--- src/design/sdm_pkg.sv ---
`timescale 1ns / 1ps
// sdm_pkg: shared widths and codes for the diagonal-format sparse matvec block
// no dependencies; imported by sdm_mac and sparse_dia_matvec
package sdm_pkg;

    // operand and accumulator widths (Q16.16 operands, Q32.32 accumulator)
    localparam int OPND_W = 32;
    localparam int ACC_W  = 64;

    // input field widths
    localparam int ACTION_W = 3;
    localparam int SEL_W    = 4;
    localparam int POS_W    = 10;
    localparam int OFF_W    = 11;
    localparam int STATUS_W = 2;

    // configuration port
    localparam int CFG_IDX_W  = 2;
    localparam int CFG_DATA_W = 11;
    localparam int ROWS_W     = 11;
    localparam int DIAGS_W    = 5;
    localparam int STRIDE_W   = 11;

    localparam logic [CFG_IDX_W-1:0] CFG_ROW_COUNT   = 2'd0;
    localparam logic [CFG_IDX_W-1:0] CFG_DIAG_COUNT  = 2'd1;
    localparam logic [CFG_IDX_W-1:0] CFG_DIAG_STRIDE = 2'd2;

    localparam logic [ROWS_W-1:0]   ROWS_RESET   = 11'd1024;
    localparam logic [DIAGS_W-1:0]  DIAGS_RESET  = 5'd1;
    localparam logic [STRIDE_W-1:0] STRIDE_RESET = 11'd1024;

    // action codes
    localparam logic [ACTION_W-1:0] ACT_LOAD_OFF = 3'd0;
    localparam logic [ACTION_W-1:0] ACT_LOAD_VAL = 3'd1;
    localparam logic [ACTION_W-1:0] ACT_LOAD_X   = 3'd2;
    localparam logic [ACTION_W-1:0] ACT_LOAD_Y   = 3'd3;
    localparam logic [ACTION_W-1:0] ACT_COMPUTE  = 3'd4;
    localparam logic [ACTION_W-1:0] ACT_READ_Y   = 3'd5;

    // status codes
    localparam logic [STATUS_W-1:0] ST_OK    = 2'd0;
    localparam logic [STATUS_W-1:0] ST_RANGE = 2'd1;
    localparam logic [STATUS_W-1:0] ST_SKIP  = 2'd2;
    localparam logic [STATUS_W-1:0] ST_SAT   = 2'd3;

endpackage

--- src/design/sdm_mac.sv ---
`timescale 1ns / 1ps
// sdm_mac: registered Q16.16 x Q16.16 product and saturating Q32.32 accumulate
// depends on sdm_pkg for operand and accumulator widths
module sdm_mac
    import sdm_pkg::*;
(
    input  logic                     clk,
    input  logic                     load,
    input  logic signed [OPND_W-1:0] opnd_a,
    input  logic signed [OPND_W-1:0] opnd_b,
    input  logic signed [ACC_W-1:0]  acc,
    output logic signed [ACC_W-1:0]  sum,
    output logic                     sat
);

    logic signed [ACC_W-1:0] prod_reg;
    logic signed [ACC_W:0]   wide_sum;

    // exact product, registered before the add
    always_ff @(posedge clk)
    begin
        if (load)
        begin
            prod_reg <= ACC_W'(opnd_a * opnd_b);
        end
    end

    // saturating accumulate
    always_comb
    begin
        wide_sum = {acc[ACC_W-1], acc} + {prod_reg[ACC_W-1], prod_reg};
        sat = (wide_sum[ACC_W] != wide_sum[ACC_W-1]);
        if (!sat)
        begin
            sum = wide_sum[ACC_W-1:0];
        end
        else if (wide_sum[ACC_W])
        begin
            sum = {1'b1, {(ACC_W-1){1'b0}}};
        end
        else
        begin
            sum = {1'b0, {(ACC_W-1){1'b1}}};
        end
    end

endmodule
--- config.mk ---
export PLATFORM = sky130hd
export DESIGN_NAME = sdm_mac
export DESIGN_NICKNAME = d
export VERILOG_FILES = /design/src/design/sdm_pkg.sv /design/src/design/sdm_mac.sv
export SDC_FILE = /design/constraint.sdc
export NUM_CORES = 2
export LEC_CHECK = 0
export ABC_AREA = 1
export BUFFER_PORTS_ARGS = -buffer_cell sky130_fd_sc_hd__buf_4
export CORE_ASPECT_RATIO = 0.75
export CORE_MARGIN = 1.5
export CORE_UTILIZATION = 41
export CTS_CLUSTER_DIAMETER = 30
export DETAILED_ROUTE_END_ITERATION = 10
export SYNTH_ARGS = -nofsm -noshare
export SYNTH_HDL_FRONTEND = slang
export SYNTH_SLANG_ARGS = --single-unit
--- constraint.sdc ---
create_clock -name clk -period 22.6 [get_ports clk]
set_input_delay 1.13 -clock clk [delete_from_list [all_inputs] [get_ports clk]]
set_output_delay 1.13 -clock clk [all_outputs]
set_load 0.02 [all_outputs]
### After elaboration in Yosys (flattened, before gate mapping)

Index checks and enable logic that the tools add are counted.

* multiply operators: 1
* add/sub/neg operators: 1
* equal/unequal tests: 1
* muxes and demuxes: 2

Operators by type and width (number)
* two-way mux 64 bit: 2
* adder 64 x 64 -> 65 bit: 1
* multiplier 32 x 32 -> 64 bit: 1
* != test 1 bit: 1

* flip-flop bits (word level): 64
* word-level logic and storage cells: 6
* output and inout bits: 65
* input port bits: 130

### Depth between registers and ports, before layout

* word-level depth: 3
* depth in mapped cells: 31

### Worst setup path before layout

Ideal clock, no wire load.

* kind: input to register
* start: in opnd_a[31]
* end: reg prod_reg[51] (data pin)
* path slack: 14.549 ns
* arrival time: 7.799 ns
* buffers on the path: 1
* stages on the path: 26
* setup time: 0.253 ns
* data required time: 22.347 ns
* cell sequence: clkbuf_1 nand2_1 inv_1 fa_1 inv_1 fa_1 inv_1 fa_1 fa_1 inv_1 fa_1 inv_1 fa_1 inv_1 fa_1 inv_1 fa_1 ha_1 nand2_1 nor2_1 inv_1 nor3_1 nand3_1 or2_2 nand4_1 nand2_1

* longest elaborated chain between the ends: 1

Ends and longest elaborated chain
* start: declaration: RTL line sdm_mac.sv:9 `input logic signed [OPND_W-1:0] opnd_a,`
* multiplier 32 x 32 -> 64 bit: RTL line sdm_mac.sv:24 `prod_reg <= ACC_W'(opnd_a * opnd_b);`
* end signal: assignment: RTL line sdm_mac.sv:24
* end: declaration: RTL line sdm_mac.sv:16 `logic signed [ACC_W-1:0] prod_reg;`

Every way passes these cells.
A chain may end at the register's enable or synchronous reset.

### Worst setup path in the final report

* start: in opnd_a[31]
* end: reg prod_reg[63] (data pin)

The elaborated chain is that of the path after synthesis.

==> results.txt <==
Buffer levels on the longest clock path: 2. The maximum fanout encountered on the critical timing path works out to 32. The number of antenna violations at the first check in global routing is 2, and the synthesized area is 0.0460 mm². TritonCTS built the clock tree. The delay of the slowest cell on the worst path is 0.95 ns.

Library cell with the largest summed area after synthesis: sky130_fd_sc_hd__fa_1. The most common cell in the synthesized netlist is sky130_fd_sc_hd__inv_1. For the final routed database, the setup TNS stands at 0 ns. For this block, the routed nets add up to 148000 µm of wire. The run gives 0.111 mm² as the area inside the core boundary. The post-detailed-route via-to-cell ratio is 4.94, and the number of register bits inferred by synthesis is 64. The first global-routing pass estimated 232000 µm of wire. The overall global routing resource usage came out at 26.8%. Ranked by total cell area, the synthesized netlist is headed by sky130_fd_sc_hd__fa_1 (47%), sky130_fd_sc_hd__inv_1 (15%), sky130_fd_sc_hd__nand2_1 (14%). The tools report the number of distinct library cell variants in the gate-level netlist after synthesis as 41. For the final weighted congestion in routability-driven placement, the log shows 0.995. The number of fill cells in the layout was 11433; the half-perimeter wire length of the detailed placement result was 127000 µm. The cell sitting at the root of the clock tree is a sky130_fd_sc_hd__clkbuf_16.

For the finished layout, the period the worst path requires is 8.86 ns. The post-synthesis to final-layout area growth was 6.06%; the number of I/O port buffers was 194. In this run, synthesis inferred 64 flip-flops with an integrated enable. The sort of element at the start of the critical path is a primary input. The start-to-end type of the worst setup path was in2reg.

The average routed wire per standard cell is 19.5 µm, and the total clock sinks is 64. After clock tree synthesis, the clock-pin slew on the worst setup and hold paths is 0.06 ns. The tools report the number of nets in the final layout as 7570. The tools report the via count of the first global-routing pass as 39771. For this run, the detailed router's first-pass iteration total came to 6.

In this run the tightest slew margin relative to its limit is 32.6%. The floorplan step defined a die boundary enclosing 0.114 mm². The final hold violation count is 0. For this run, design rule violations remaining after detail routing come to 0.

After synthesis, the most frequently instantiated cells are sky130_fd_sc_hd__inv_1 (1820), sky130_fd_sc_hd__nand2_1 (1765), sky130_fd_sc_hd__fa_1 (1083), sky130_fd_sc_hd__nor2_1 (268), sky130_fd_sc_hd__ha_1 (248). The count of buffering cells on the critical path with inverters included came out at 10. The detail route stage leaves a number of antenna-violating nets equal to 0.

The count of boundary I/O pins was 195; the count of H-tree levels built during CTS was 3. The initial standard-cell utilization of the core was 41.3%; the post-CTS setup-driven buffer insertion count was 0. The top cell type by area accounts for 47.2% of the synthesized area. The max-slew violation count was 0; the sum of overflow across all layers after global routing was 0. Setup repair after global routing left no endpoint under its margin. The data arrival at the endpoint of the critical path was 8.98 ns; the final cell utilization of the core was 43.8%. In the synthesized netlist the async set-or-reset flop fraction comes to 0%. In this design, the largest share of critical-path delay is due to adder cells. The row count was 106; the actual transition at the worst max-transition pin was 1.00 ns. The floorplan die width is 390 µm. STA puts the critical path data required time at 22.71 ns. Measured along the y axis, the die boundary spans 293 µm. The slowest cell on the critical path was sky130_fd_sc_hd__fa_1.

The routed via count was 37378. Pin count of the biggest net entering global routing: 65. The mean post-synth cell area was 7.53 µm²; the number of buffers created by CTS was 9. The class of the tightest hold or removal check was in2reg. Among the stages of the critical path, the cell type that occurs most often is sky130_fd_sc_hd__inv_1.

Of the available clock period, the critical path in the final layout requires 39.2%. STA classifies the critical path endpoint as a flop. The run finished with clean final reports. Count of hold-fix buffers inserted at cts: 0.

In this run, the number of DRC markers left after iteration 0 of detailed routing was 2868. Flip-flop count of the largest register after layout: 64. Quantity of gates resized following cts: 0. Setup violations remaining at the end of the flow were counted as 0. The most used flip-flop cell after synthesis is sky130_fd_sc_hd__edfxtp_1.

In the synthesized netlist, the number of instances is 6102. For the max-capacitance violation count, the log shows 0. Sequential cells were found to cover 4.18% of the synthesized design area. Counting every net in the synthesized netlist gives 7563. Cells with a size suffix above 1 make up 4.78% of the layout.

The maximum frequency from static timing analysis was 113 MHz. For this run, the number of Yosys warnings is 0.
kinds of logic (layout without fill, tap and decap cells):
| group | after synthesis | in the layout | synth area share (%) |
|---|---|---|---|
| flip-flops | 64 | 64 | 4.18 |
| XOR/XNOR | 89 | 89 | 1.70 |
| adder cells (fa/ha/maj) | 1331 | 1331 | 53.9 |
| AND/OR/NAND/NOR | 2270 | 2270 | 19.7 |
| buffers and inverters | 2037 | 2049 | 16.8 |
| other | 0 | 2 | 0 |
| AO/OA/AOI/OAI | 311 | 311 | 3.75 |
cells in the final DEF (no fill, tap or decap), types with 12 or more instances in the layout:
cell and instances:
sky130_fd_sc_hd__buf_4 200, sky130_fd_sc_hd__or2_2 12, sky130_fd_sc_hd__nor2_1 268, sky130_fd_sc_hd__o21bai_1 35, sky130_fd_sc_hd__xor2_1 71, sky130_fd_sc_hd__nand2_1 1765
sky130_fd_sc_hd__xnor2_1 18, sky130_fd_sc_hd__inv_2 13, sky130_fd_sc_hd__nand4_1 26, sky130_fd_sc_hd__o21ai_0 81, sky130_fd_sc_hd__edfxtp_1 64, sky130_fd_sc_hd__inv_1 1820
sky130_fd_sc_hd__a21oi_1 161, sky130_fd_sc_hd__ha_1 248, sky130_fd_sc_hd__nand3_1 111, sky130_fd_sc_hd__fa_1 1083, sky130_fd_sc_hd__nor3_1 21, sky130_fd_sc_hd__nand2_2 28
per-stage QoR:
step	worst slack [ns]	area (µm²)	hold slack [ns]	cells
3_3_place_gp	13.48	48500	1.76	7556
6_report	13.74	48700	1.39	7574
5_1_grt	13.27	48700	1.41	7573
3_5_place_dp	13.43	48500	1.76	7556
4_1_cts	13.77	48700	1.38	7572
2_1_floorplan	14.55	46000	1.24	6102
final cells by class:
class	count	area [µm²]	area share (%)
clock buffer	9	225	0.462
inverter	1833	6880	14.1
multi-input combinational	4001	36300	74.5
sequential	64	1920	3.94
clock inverter	7	47.5	0.0976
antenna	2	5.00	0.0103
timing repair buffer	200	1500	3.08
tap	1458	1820	3.74
path summary, 6_finish.rpt:
path | start | endpoint | cells after the start
max | opnd_a[31] | prod_reg[63]$_DFFE_PP_ | 29
min | opnd_b[0] | prod_reg[0]$_DFFE_PP_ | 3
routing by layer:
layer | routed length, µm | vias to the layer above | part of all wire (%) | GRT usage [%]
li1 | - | 17223 | - | -
met1 | 69000 | 18685 | 47 | 39.4
met2 | 62800 | 1332 | 42 | 40.5
met3 | 13500 | 138 | 9.1 | 6.28
met4 | 2600 | 0 | 1.8 | 4.73
met5 | 0 | - | 0 | 0
Power is not shown: default switching activity piles up to over one toggle a cycle in this logic, so the estimate is an artifact.
